## config.mk

```make
export PLATFORM = sky130hd
export DESIGN_NAME = held_note_list_with_latch_top
export DESIGN_NICKNAME = d
export VERILOG_FILES = /design/src/hnl_pkg.sv /design/src/hnl_cell.sv /design/src/held_note_list_with_latch_top.sv
export SDC_FILE = /design/constraint.sdc
export NUM_CORES = 1
export LEC_CHECK = 0
export BUFFER_PORTS_ARGS = -buffer_cell sky130_fd_sc_hd__buf_2
export CORE_MARGIN = 2
export CORE_UTILIZATION = 40
export CTS_CLUSTER_DIAMETER = 40
export DETAILED_ROUTE_END_ITERATION = 10
export PLACE_DENSITY = 0.61
export SLEW_MARGIN = 30
export SYNTH_ARGS = -nofsm -noshare
export SYNTH_HDL_FRONTEND = slang
export SYNTH_HIERARCHICAL = 1
export SYNTH_SLANG_ARGS = --single-unit
```

## constraint.sdc

```tcl
create_clock -name clk -period 3.6 [get_ports clk]
set_input_delay 0.36 -clock clk [delete_from_list [all_inputs] [get_ports clk]]
set_output_delay 0.36 -clock clk [all_outputs]
set_load 0.05 [all_outputs]
```

## src/hnl_pkg.sv

```systemverilog
package hnl_pkg;

  localparam int NOTE_W = 7;
  localparam int VEL_W  = 16;
  localparam int SIZE_W = 5;
  localparam int CMD_W  = 3;
  localparam int KIND_W = 2;
  localparam int TICK_W = 8;

  localparam logic [CMD_W-1:0] CMD_ADD     = 3'd0;
  localparam logic [CMD_W-1:0] CMD_REMOVE  = 3'd1;
  localparam logic [CMD_W-1:0] CMD_ALL_OFF = 3'd2;
  localparam logic [CMD_W-1:0] CMD_TICK    = 3'd3;
  localparam logic [CMD_W-1:0] CMD_HOLD    = 3'd4;

  localparam logic [KIND_W-1:0] EV_LIST = 2'd0;
  localparam logic [KIND_W-1:0] EV_HOLD = 2'd1;
  localparam logic [KIND_W-1:0] EV_DROP = 2'd2;

  localparam logic [TICK_W-1:0] DELAY_RESET = 8'd8;

  typedef struct packed {
    logic [NOTE_W-1:0] note;
    logic [VEL_W-1:0]  vel;
    logic              rel;
  } entry_t;

  typedef struct packed {
    logic step;
    logic take_head;
    logic load;
  } cell_ctl_t;

  typedef struct packed {
    logic [KIND_W-1:0] kind;
    logic [SIZE_W-1:0] prev;
    logic [SIZE_W-1:0] after;
  } res_t;

endpackage

```

## src/hnl_cell.sv

```systemverilog
module hnl_cell
  import hnl_pkg::*;
(
  input  logic      clk,
  input  cell_ctl_t ctl,
  input  entry_t    nb,
  input  entry_t    hd,
  input  entry_t    ap,
  output entry_t    q
);

  // On a step every cell takes its right neighbor, except the one that
  // receives the entry leaving the head.
  always_ff @(posedge clk) begin
    if (ctl.load) begin
      q <= ap;
    end else if (ctl.step) begin
      q <= ctl.take_head ? hd : nb;
    end
  end

endmodule

```

## src/held_note_list_with_latch_top.sv

```systemverilog
// Each command keeps busy high through one pass over the list and the finish
// state, plus the emit state when it gives two results; count is the list size.
// The time is set by one rotation of the entry chain, one entry per cycle.
// The first result is registered in the finish state, a second in the emit state.
// Synchronous rst empties the list, stops the countdown, turns hold off and
// sets the collect delay to 8; the entry cells themselves are not cleared.
module held_note_list_with_latch_top
  import hnl_pkg::*;
#(
  parameter int CAPACITY = 16
) (
  input  logic              clk,
  input  logic              rst,
  input  logic              start,
  output logic              busy,
  input  logic [CMD_W-1:0]  cmd,
  input  logic [NOTE_W-1:0] note_number,
  input  logic [VEL_W-1:0]  note_velocity,
  input  logic              hold_request,
  input  logic              cfg_we,
  input  logic [TICK_W-1:0] cfg_wdata,
  output logic              result_valid,
  output logic [KIND_W-1:0] event_kind,
  output logic [SIZE_W-1:0] size_before,
  output logic [SIZE_W-1:0] size_after,
  output logic              hold_state,
  output logic              last_result
);

  localparam int CW = $clog2(CAPACITY + 1);
  localparam int IW = (CAPACITY > 1) ? $clog2(CAPACITY) : 1;

  localparam logic [1:0] ST_IDLE   = 2'd0;
  localparam logic [1:0] ST_PASS   = 2'd1;
  localparam logic [1:0] ST_FINISH = 2'd2;
  localparam logic [1:0] ST_EMIT2  = 2'd3;

  function automatic logic [SIZE_W-1:0] sz(input logic [CW-1:0] v);
    return SIZE_W'(v);
  endfunction

  logic [1:0]        state;
  logic [CMD_W-1:0]  cmd_q;
  logic [NOTE_W-1:0] note_q;
  logic [VEL_W-1:0]  vel_q;
  logic              req_q;
  logic [CW-1:0]     count;
  logic [TICK_W-1:0] countdown;
  logic              hold;
  logic [TICK_W-1:0] delay;
  logic [CW-1:0]     rem;
  logic [CW-1:0]     kept;
  logic [IW-1:0]     tail;
  logic              found;
  logic              all_rel;
  res_t              pend;

  entry_t    cells [CAPACITY];
  entry_t    head_mod;
  entry_t    app_entry;
  logic      pass_step;
  logic      match;
  logic      keep;
  logic      purge;

  // Completion of a command.
  logic [CW-1:0]     count_next;
  logic [TICK_W-1:0] cd_next;
  logic              hold_next;
  logic [CW-1:0]     base;
  logic              app_ld;
  res_t              res_a;
  res_t              res_b;
  logic              a_v;
  logic              b_v;

  assign busy      = (state != ST_IDLE);
  assign pass_step = (state == ST_PASS) && (rem != '0);
  assign purge     = (cmd_q == CMD_HOLD) && hold && !req_q;
  assign match     = (cells[0].note == note_q) && !found;

  always_comb begin
    head_mod = cells[0];
    keep     = 1'b1;
    if ((cmd_q == CMD_ADD) && match) begin
      head_mod.vel = vel_q;
    end
    if ((cmd_q == CMD_REMOVE) && match) begin
      if (hold) begin
        head_mod.rel = 1'b1;
      end else begin
        keep = 1'b0;
      end
    end
    if ((cmd_q == CMD_ALL_OFF) && hold) begin
      head_mod.rel = 1'b1;
    end
    if (purge && cells[0].rel) begin
      keep = 1'b0;
    end
  end

  assign app_entry = '{note: note_q, vel: vel_q, rel: 1'b0};

  always_comb begin
    count_next = count;
    cd_next    = countdown;
    hold_next  = hold;
    base       = count;
    app_ld     = 1'b0;
    res_a      = '{kind: EV_LIST, prev: sz(count), after: '0};
    res_b      = '{kind: EV_LIST, prev: sz(count), after: sz(count)};
    a_v        = 1'b0;
    b_v        = 1'b0;
    unique case (cmd_q)
      CMD_ADD: begin
        if (hold && all_rel) begin
          a_v  = 1'b1;
          base = '0;
        end
        res_b = '{kind: EV_LIST, prev: sz(base), after: sz(base)};
        if (found && !(hold && all_rel)) begin
          b_v = 1'b1;
        end else if (base >= CW'(CAPACITY)) begin
          b_v        = 1'b1;
          res_b.kind = EV_DROP;
        end else begin
          app_ld     = 1'b1;
          count_next = base + CW'(1);
          if ((base == '0) || (countdown != '0)) begin
            cd_next = delay;
          end
          res_b.after = sz(base + CW'(1));
          b_v         = (cd_next == '0);
        end
      end
      CMD_REMOVE: begin
        count_next = kept;
        res_b      = '{kind: EV_LIST, prev: sz(count), after: sz(kept)};
        b_v        = found && !hold;
      end
      CMD_ALL_OFF: begin
        count_next = hold ? count : '0;
      end
      CMD_TICK: begin
        if (countdown != '0) begin
          cd_next = countdown - TICK_W'(1);
          res_b   = '{kind: EV_LIST, prev: '0, after: sz(count)};
          b_v     = (cd_next == '0) && (count != '0);
        end
      end
      CMD_HOLD: begin
        if (req_q != hold) begin
          hold_next = req_q;
          if (purge) begin
            count_next = kept;
          end
          res_a = '{kind: EV_LIST, prev: sz(count), after: sz(kept)};
          a_v   = purge && (kept != count);
          res_b = '{kind: EV_HOLD, prev: sz(count_next), after: sz(count_next)};
          b_v   = 1'b1;
        end
      end
      default: begin
      end
    endcase
  end

  genvar gi;
  generate
    for (gi = 0; gi < CAPACITY; gi++) begin : g_cell
      cell_ctl_t ctl;
      entry_t    nb;
      assign ctl.step      = pass_step;
      assign ctl.take_head = (gi == CAPACITY - 1) || (keep && (tail == IW'(gi)));
      assign ctl.load      = (state == ST_FINISH) && app_ld && (base == CW'(gi));
      if (gi == CAPACITY - 1) begin : g_last
        assign nb = head_mod;
      end else begin : g_mid
        assign nb = cells[gi+1];
      end
      hnl_cell u_cell (
        .clk (clk),
        .ctl (ctl),
        .nb  (nb),
        .hd  (head_mod),
        .ap  (app_entry),
        .q   (cells[gi])
      );
    end
  endgenerate

  always_ff @(posedge clk) begin
    if (rst) begin
      state        <= ST_IDLE;
      count        <= '0;
      countdown    <= '0;
      hold         <= 1'b0;
      delay        <= DELAY_RESET;
      result_valid <= 1'b0;
    end else begin
      result_valid <= 1'b0;
      if (cfg_we) begin
        delay <= cfg_wdata;
      end
      unique case (state)
        ST_IDLE: begin
          if (start) begin
            state <= ST_PASS;
          end
        end
        ST_PASS: begin
          if (rem == '0) begin
            state <= ST_FINISH;
          end
        end
        ST_FINISH: begin
          count     <= count_next;
          countdown <= cd_next;
          hold      <= hold_next;
          result_valid <= a_v || b_v;
          state <= (a_v && b_v) ? ST_EMIT2 : ST_IDLE;
        end
        ST_EMIT2: begin
          result_valid <= 1'b1;
          state        <= ST_IDLE;
        end
        default: begin
          state <= ST_IDLE;
        end
      endcase
    end
  end

  // The scan registers and the result payload need no reset.
  always_ff @(posedge clk) begin
    if ((state == ST_IDLE) && start) begin
      cmd_q   <= cmd;
      note_q  <= note_number;
      vel_q   <= note_velocity;
      req_q   <= hold_request;
      rem     <= count;
      kept    <= '0;
      tail    <= IW'(count - CW'(1));
      found   <= 1'b0;
      all_rel <= 1'b1;
    end
    if (pass_step) begin
      rem     <= rem - CW'(1);
      kept    <= kept + CW'(keep);
      found   <= found || match;
      all_rel <= all_rel && cells[0].rel;
      if (!keep) begin
        tail <= tail - IW'(1);
      end
    end
    if (state == ST_FINISH) begin
      event_kind  <= a_v ? res_a.kind : res_b.kind;
      size_before <= a_v ? res_a.prev : res_b.prev;
      size_after  <= a_v ? res_a.after : res_b.after;
      hold_state  <= hold_next;
      last_result <= !(a_v && b_v);
      pend        <= res_b;
    end
    if (state == ST_EMIT2) begin
      event_kind  <= pend.kind;
      size_before <= pend.prev;
      size_after  <= pend.after;
      hold_state  <= hold;
      last_result <= 1'b1;
    end
  end

`ifndef SYNTH
  a_strobe_src: assert property (@(posedge clk) disable iff (rst)
    result_valid |-> $past(state == ST_FINISH || state == ST_EMIT2))
    else $error("result strobe without a finishing command");

  a_accept_busy: assert property (@(posedge clk) disable iff (rst)
    (start && !busy) |=> busy)
    else $error("command transfer did not raise busy");

  a_second_last: assert property (@(posedge clk) disable iff (rst)
    (state == ST_EMIT2) |=> (result_valid && last_result))
    else $error("second result missing or not marked last");

  a_count_cap: assert property (@(posedge clk) disable iff (rst)
    (state == ST_FINISH) |=> (count <= CW'(CAPACITY)))
    else $error("list size above capacity");
`endif

endmodule
```

==> results of run 1 <==
flip-flops by register name, indices dropped and copies added, names as in the netlist, 4 cells and up:
register,flops
count,5
size_after,5
countdown,8
kept,5
g_cell.u_cell/q,128
pend,12
size_before,5
note_q,7
rem,5
delay,8
tail,4
worst max-delay path: cells and delay by family (launching register included):
kind / cells / cell delay, ns
AO/OA/AOI/OAI: 1 / 0.11
AND/OR/NAND/NOR: 4 / 1.63
XOR/XNOR: 1 / 0.19
flip-flops: 1 / 0.37
multiplexers: 1 / 0.27
buffers and inverters: 1 / 0.23
how the worst max path moves through the flow:
stage                                         to  slack [ns]  cells after the start       from
after global routing      g_cell[11].u_cell/q[0]        0.28                      8  note_q[5]
after global placement    g_cell[11].u_cell/q[0]        0.59                      8  note_q[1]
after detailed placement  g_cell[11].u_cell/q[0]        0.56                      8  note_q[5]
after CTS                 g_cell[0].u_cell/q[21]        0.55                      6     rem[0]
after floorplan                          kept[4]        0.83                     11  note_q[6]
final                     g_cell[11].u_cell/q[0]        0.52                      8  note_q[5]
per-layer routing:
layer | routed length, µm | share of wire
met1 | 12300 | 0.47
met2 | 12000 | 0.46
met3 | 1290 | 0.049
met4 | 520 | 0.020
met5 | 0 | 0
power groups by stage:
stage / clock (mW) / combinational [mW] / sequential (mW)
detailed placement: 0 / 1.08 / 3.14
floorplan: 0 / 0.902 / 3.14
global route: 2.80 / 1.21 / 3.12
CTS: 2.70 / 1.09 / 3.09
global placement: 0 / 1.06 / 3.13
finish: 2.65 / 1.08 / 3.09
repair_timing:
item | CTS | global route
hold endpoints to repair | 10 | 0
hold buffers | 10 | 0
resized for setup | 0 | 0
layout make-up:
| class | instances | share of cell area |
|---|---|---|
| well taps | 384 | 0.0371 |
| inverters | 19 | 0.00551 |
| flip-flops and latches | 206 | 0.454 |
| clock buffers | 40 | 0.0640 |
| multi-input cells | 802 | 0.387 |
| repair buffers | 87 | 0.0450 |
| clock inverters | 12 | 0.00676 |
==> results.cfg, run 1 <==
[status]
status = completed

[worst_setup_path]
worst_setup_path_end_kind = flip-flop
arrival_ns = 3.36
reg2reg_to = g_cell[11].u_cell/q[0]
worstSetupStartpointType = flip-flop
crit_type = flip-flop to flip-flop
crit_fanout = 17
r2r_setup_slack_ns = 0.52
critPathSlowestCell = nor3_1
r2r_start = note_q[5]
reg2reg_depth = 8
cp_data_required_time_ns = 3.88
slowest_delay_ns = 0.55
path_cells = buf_4, xor2_1, nor3_1, nand4b_1, and2_1, and3_1, mux2i_1, o21ai_0

[final_layout]
nNetsFinal = 1198
multi_input_area_um2 = 5010
final-instance-count-excl-fill = 1550
layout_commonest_cell = nand2_1
regArea_um2 = 5890
syn2layout_area_growth_pct = 9.44
final_cell_area_um2 = 13000
post-route-util = 0.448
layout-drive-gt1-share = 0.131
fillers = 2672
antenna_cells = 0
layout_common_cells = nand2_1, edfxtp_1, mux2i_1, o21ai_1, o21ai_0

[place]
post_dp_cell_area_um2 = 11900
io_buffers = 38
dp_hpwl_um = 18100
dpl_worst_slack_ns = 0.561
place_inst = 1488
place.gp.congestion = 0.892

[routing]
drtIter0Drc = 584
viasPerCell = 5.29
routedWlPerCell_um = 16.9
wirelength_um = 26100
first_pass_iters = 5
ant_nets = 0
drc = 0
vias = 8196

[clock_network]
cts_tree = built
clockBufferDepth = 3
clock_sinks = 206
clk_latency_ns = 0.54
cts_buffers = 28
ctsHtreeMaxLevel = 1
cts_setup_buffers = 0
clockRootBuffer = clkbuf_16
cts.clk_slew.worst_paths_ns = 0.06

[grt]
use_met1 = 0.236
use_met3 = 0.0241
grt-ovfl-total = 0
first_global_vias = 8102
grt_max_degree = 23
grt_use_total = 0.171
busiest_layer = met2
antenna_found_initial = 0
grt_pass1_wl_um = 42800
use_met2 = 0.280

[die]
io_pins = 55
core_area_um2 = 28900
die_y_um = 176
die_area_um2 = 31000
die_x_um = 176
start_util = 0.409
rows = 62

[synth]
syn_area_per_cell_um2 = 10.5
synthCells = 1125
synth_area_um2 = 11800
yosys_warnings = 6

[sta]
clock_skew_ns = 0.00990
timing.setup.tns_ns = 0
finalSetupViolCount = 0
drv_slew = 0
fin_ws_ns = 0.521
fin_crit_ns = 3.08
min_period_over_period = 0.855
final-hold-violation-count = 0
maxSlewHeadroom = 0.411
tightest_slew_ns = 0.883
grt_setup_unrepaired = false
hold_slack_ns = 0.0129
fmax_mhz = 325

[worst_hold_path]
min-delay-start = note_number[6]
min_to = note_q[6]
holdPathStages = 1
min_path_type = primary input to flip-flop

[power]
power.share.switching = 0.271
power.leakage_nw = 4.44
power_density_nw_per_um2 = 527
p_clk_frac = 0.388
power.total_mw = 6.83
combPwrFrac = 0.159
p_seq_frac = 0.453
p_sw_mw = 1.85
peakVddDrop_v = 0.000403
p_int_mw = 4.98

[run]
drv_cap = 0
(Power assumes the default switching activity.)
==> inputs of run 2 (changes only) <==
- clock period: 3.6 -> 3.32 ns (I/O delays scaled with it)
==> run 2 against run 1 <==
Net effect: non-clock buffer count increased by 7; sequential power increased by 8.7%; flip-flop and latch count unchanged; clock skew grew 0.0078 ns; highest routed layer unchanged.
==> results.cfg, run 2 (same netlist as run 1, synthesis figures left out) <==
[status]
status = completed

[die]
die_y_um = 176
start_util = 0.409
die_x_um = 176
die_area_um2 = 31000
core_area_um2 = 28900
rows = 62
io_pins = 55

[sta]
min_period_over_period = 0.869
clock_skew_ns = 0.0177
grt_setup_unrepaired = false
timing.setup.tns_ns = 0
tightest_slew_ns = 0.710
drv_slew = 0
fin_ws_ns = 0.435
finalSetupViolCount = 0
hold_slack_ns = 0.0272
fin_crit_ns = 2.88
maxSlewHeadroom = 0.525
fmax_mhz = 347
final-hold-violation-count = 0

[worst_setup_path]
worstSetupStartpointType = flip-flop
cp_data_required_time_ns = 3.65
crit_type = flip-flop to flip-flop
worst_setup_path_end_kind = flip-flop
crit_fanout = 17
arrival_ns = 3.21

[routing]
vias = 8152
wirelength_um = 26500
drc = 0
routedWlPerCell_um = 17.0
first_pass_iters = 5
drtIter0Drc = 527
ant_nets = 0
viasPerCell = 5.23

[place]
place.gp.congestion = 0.918
dp_hpwl_um = 17700
dpl_worst_slack_ns = 0.445
io_buffers = 38

[power]
peakVddDrop_v = 0.000469
power.leakage_nw = 4.53
power_density_nw_per_um2 = 599

[clock_network]
cts_buffers = 29
clockBufferDepth = 3
ctsResizeCount = 0
cts_tree = built
clockRootBuffer = clkbuf_16
ctsHtreeMaxLevel = 1
cts_setup_buffers = 0
clk_latency_ns = 0.54
clock_sinks = 206
cts.clk_slew.worst_paths_ns = 0.06

[worst_hold_path]
min_path_type = primary input to flip-flop

[grt]
grt_pass1_wl_um = 42800
first_global_vias = 7759
grt-ovfl-total = 0
antenna_found_initial = 0
grt_max_degree = 23
grt_use_total = 0.173

[final_layout]
fillers = 2670
regArea_um2 = 5890
top_regs = g_cell.u_cell/q x128, pend x12
nNetsFinal = 1206
layout_commonest_cell = nand2_1
antenna_cells = 0
layout-drive-gt1-share = 0.140
layout_common_cells = nand2_1, edfxtp_1, mux2i_1, o21ai_1, o21ai_0
largest_register = g_cell.u_cell/q
largest_reg_flops = 128
multi_input_area_um2 = 5010
syn2layout_area_growth_pct = 11.0

[run]
drv_cap = 0
[run 2: final cells by class]
| cell class | instances | area share |
|---|---|---|
| sequential | 206 | 0.448 |
| multi-input combinational | 802 | 0.382 |
| clock buffer | 30 | 0.0555 |
| timing repair buffer | 94 | 0.0486 |
| tap | 384 | 0.0366 |
| clock inverter | 23 | 0.0244 |
| inverter | 19 | 0.00543 |
[run 2: per-layer routing]
metal / track usage / wire length (µm) / vias up
li1: - / - / 4081
met1: 0.260 / 13000 / 3800
met2: 0.259 / 11300 / 222
met3: 0.0248 / 1540 / 49
met4: 0.0482 / 607 / 0
met5: 0 / 0 / -
[run 2: worst max-delay path: stages (launching register included)]
cell	delay, ns
edfxtp_1	0.62
nor4b_1	0.47
nand4b_1	0.26
and2_1	0.38
and4_1	0.46
mux2i_1	0.18
o21ai_0	0.29
[run 2: repair_timing]
item                                    CTS  global route
endpoints found under the hold margin    11             0
hold buffers                             11             0
endpoints found under the setup margin    0             0
[run 2: stage by stage]
step           cells  power [mW]   util  area (µm²)
6_report        1558        7.86  0.454       13100
5_1_grt         1558        8.21  0.454       13100
2_1_floorplan   1140        4.38      -       11900
3_3_place_gp    1494        4.55  0.414       12000
4_1_cts         1558        7.94  0.454       13100
3_5_place_dp    1494        4.58  0.414       12000
[run 2: worst paths after layout]
path | startpoint | to | slack, ns | cells after the start
max | cmd_q[0] | g_cell[13].u_cell/q[0] | 0.44 | 6
min | cfg_wdata[1] | delay[1] | 0.03 | 3
max reg2reg | cmd_q[0] | g_cell[13].u_cell/q[0] | 0.44 | 6
min reg2reg | last_result | last_result | 0.50 | 2
[run 2: power by group]
| part | internal, mW | leakage, nW | switching, mW | total [mW] |
|---|---|---|---|---|
| Combinational | 0.460 | 2.13 | 0.723 | 1.18 |
| Clock | 2.15 | 0.502 | 1.18 | 3.33 |
| Sequential | 3.20 | 1.89 | 0.158 | 3.36 |
==> inputs of run 3 (changes only) <==
- clock period: 3.32 -> 3.13 ns (I/O delays scaled with it)
==> run 3 against run 2 <==
Net effect: total power is 4.7% higher; hold slack worse by 0.022 ns; highest routed layer unchanged; cell count is 1.1% higher; clock power is 2% higher.
==> results.cfg, run 3 (same netlist as run 1, synthesis figures left out) <==
[worst_setup_path]
r2r_start = hold
path_cells = nand2_1, nand2_1, ha_1, or4b_1, and4_1, mux2i_1, a211o_1, o311a_1
cp_num_buf_inv = 0
cp_data_required_time_ns = 3.57
arrival_ns = 3.28
crit_type = flip-flop to flip-flop
worstSetupStartpointType = flip-flop
cp_common_cell = nand2_1
worst_setup_path_end_kind = flip-flop
slowest_delay_ns = 0.60
r2r_setup_slack_ns = 0.29
critPathSlowestCell = dfxtp_1
cp-startpoint = hold
crit_fanout = 14
cp_top_family = simple AND/OR/NAND/NOR gates

[place]
place.gp.congestion = 0.919
io_buffers = 38
place_inst = 1500
dp_hpwl_um = 18400
post_dp_cell_area_um2 = 12000

[final_layout]
largest_register = g_cell.u_cell/q
top_regs = g_cell.u_cell/q x128, pend x12
final-instance-count-excl-fill = 1575
largest_reg_flops = 128
post-route-util = 0.457
antenna_cells = 0
layout-drive-gt1-share = 0.141
nNetsFinal = 1221
layout_common_cells = nand2_1, edfxtp_1, mux2i_1, o21ai_1, o21ai_0
final_cell_area_um2 = 13200
syn2layout_area_growth_pct = 11.8
layout_commonest_cell = nand2_1

[sta]
finalSetupViolCount = 0
grt_setup_unrepaired = false
final-hold-violation-count = 0
tightest_slew_ns = 0.718
maxSlewHeadroom = 0.521
min_period_over_period = 0.908
fin_crit_ns = 2.84
drv_slew = 0
clock_skew_ns = 0.0201
hold_slack_ns = 0.00515
timing.setup.tns_ns = 0
fmax_mhz = 352

[worst_hold_path]
min-delay-start = cfg_wdata[7]
min_path_type = primary input to flip-flop

[die]
io_pins = 55
die_x_um = 176
core_area_um2 = 28900
die_y_um = 176
start_util = 0.409
rows = 62
die_area_um2 = 31000

[routing]
drtIter0Drc = 617
ant_nets = 0
vias = 8284
wirelength_um = 27300
routedWlPerCell_um = 17.4
drc = 0
first_pass_iters = 5
viasPerCell = 5.26

[clock_network]
ctsHtreeMaxLevel = 1
cts_buffers = 31
clockBufferDepth = 3
cts_setup_buffers = 0
clock_sinks = 206
clockRootBuffer = clkbuf_16
cts.clk_slew.worst_paths_ns = 0.05
clk_latency_ns = 0.55
cts_tree = built

[grt]
grt_pass1_wl_um = 43800
grt_max_degree = 23
grt_use_total = 0.177
antenna_found_initial = 0
first_global_vias = 8001
grt-ovfl-total = 0

[power]
power_density_nw_per_um2 = 622
power.leakage_nw = 4.58
peakVddDrop_v = 0.000485

[run]
drv_cap = 0

[status]
status = completed
run 3: changes by cell type in the layout (fill, tap and decap cells not counted), sizes merged:
cell | before | now
dlygate4sd3 | 11 | 18
bufinv | 7 | 2
clkinvlp | 5 | 4
clkinv | 8 | 7
clkbuf | 30 | 44
buf | 83 | 89
inv | 22 | 19
run 3: worst register-to-register path: stages (launching register included):
cell and delay [ns]:
dfxtp_1 0.60, nand2_1 0.32, nand2_1 0.21, ha_1 0.20, or4b_1 0.45, and4_1 0.24, mux2i_1 0.15, a211o_1 0.27
o311a_1 0.29
run 3: through the flow:
step | total power [mW] | setup WS [ns]
2_1_floorplan | 4.64 | 0.356
3_3_place_gp | 4.84 | 0.393
3_5_place_dp | 4.88 | 0.351
4_1_cts | 8.29 | 0.330
5_1_grt | 8.57 | 0.0970
6_report | 8.23 | 0.289
run 3: what timing repair did:
item | 4_1_cts | 5_1_grt
hold endpoints to repair | 18 | 0
gates resized for setup | 0 | 0
hold buffers | 18 | 0
run 3: power breakdown:
part | internal (mW) | switching [mW] | total [mW]
registers | 3.40 | 0.162 | 3.56
clock network | 2.15 | 1.24 | 3.39
logic | 0.499 | 0.790 | 1.29
total | 6.04 | 2.19 | 8.23
run 3: worst paths after layout:
kind	endpoint	cells past startpoint
max	result_valid	8
min	delay[7]	3
max reg2reg	result_valid	8
min reg2reg	last_result	2
run 3: cell type report:
cell class                      count  area, µm²
Fill cell                        2672      15700
Sequential cell                   206       5890
Multi-Input combinational cell    802       5010
Clock buffer                       44        897
Timing Repair Buffer              107        753
Tap cell                          384        480
Clock inverter                     13        129
Inverter                           19       71.3
run 3: per-layer routing:
metal	up-vias	track usage	routed length (µm)
li1	4110	-	-
met5	-	0	0
met2	220	0.275	12000
met1	3920	0.262	13300
met3	34	0.0237	1680
met4	0	0.0393	402
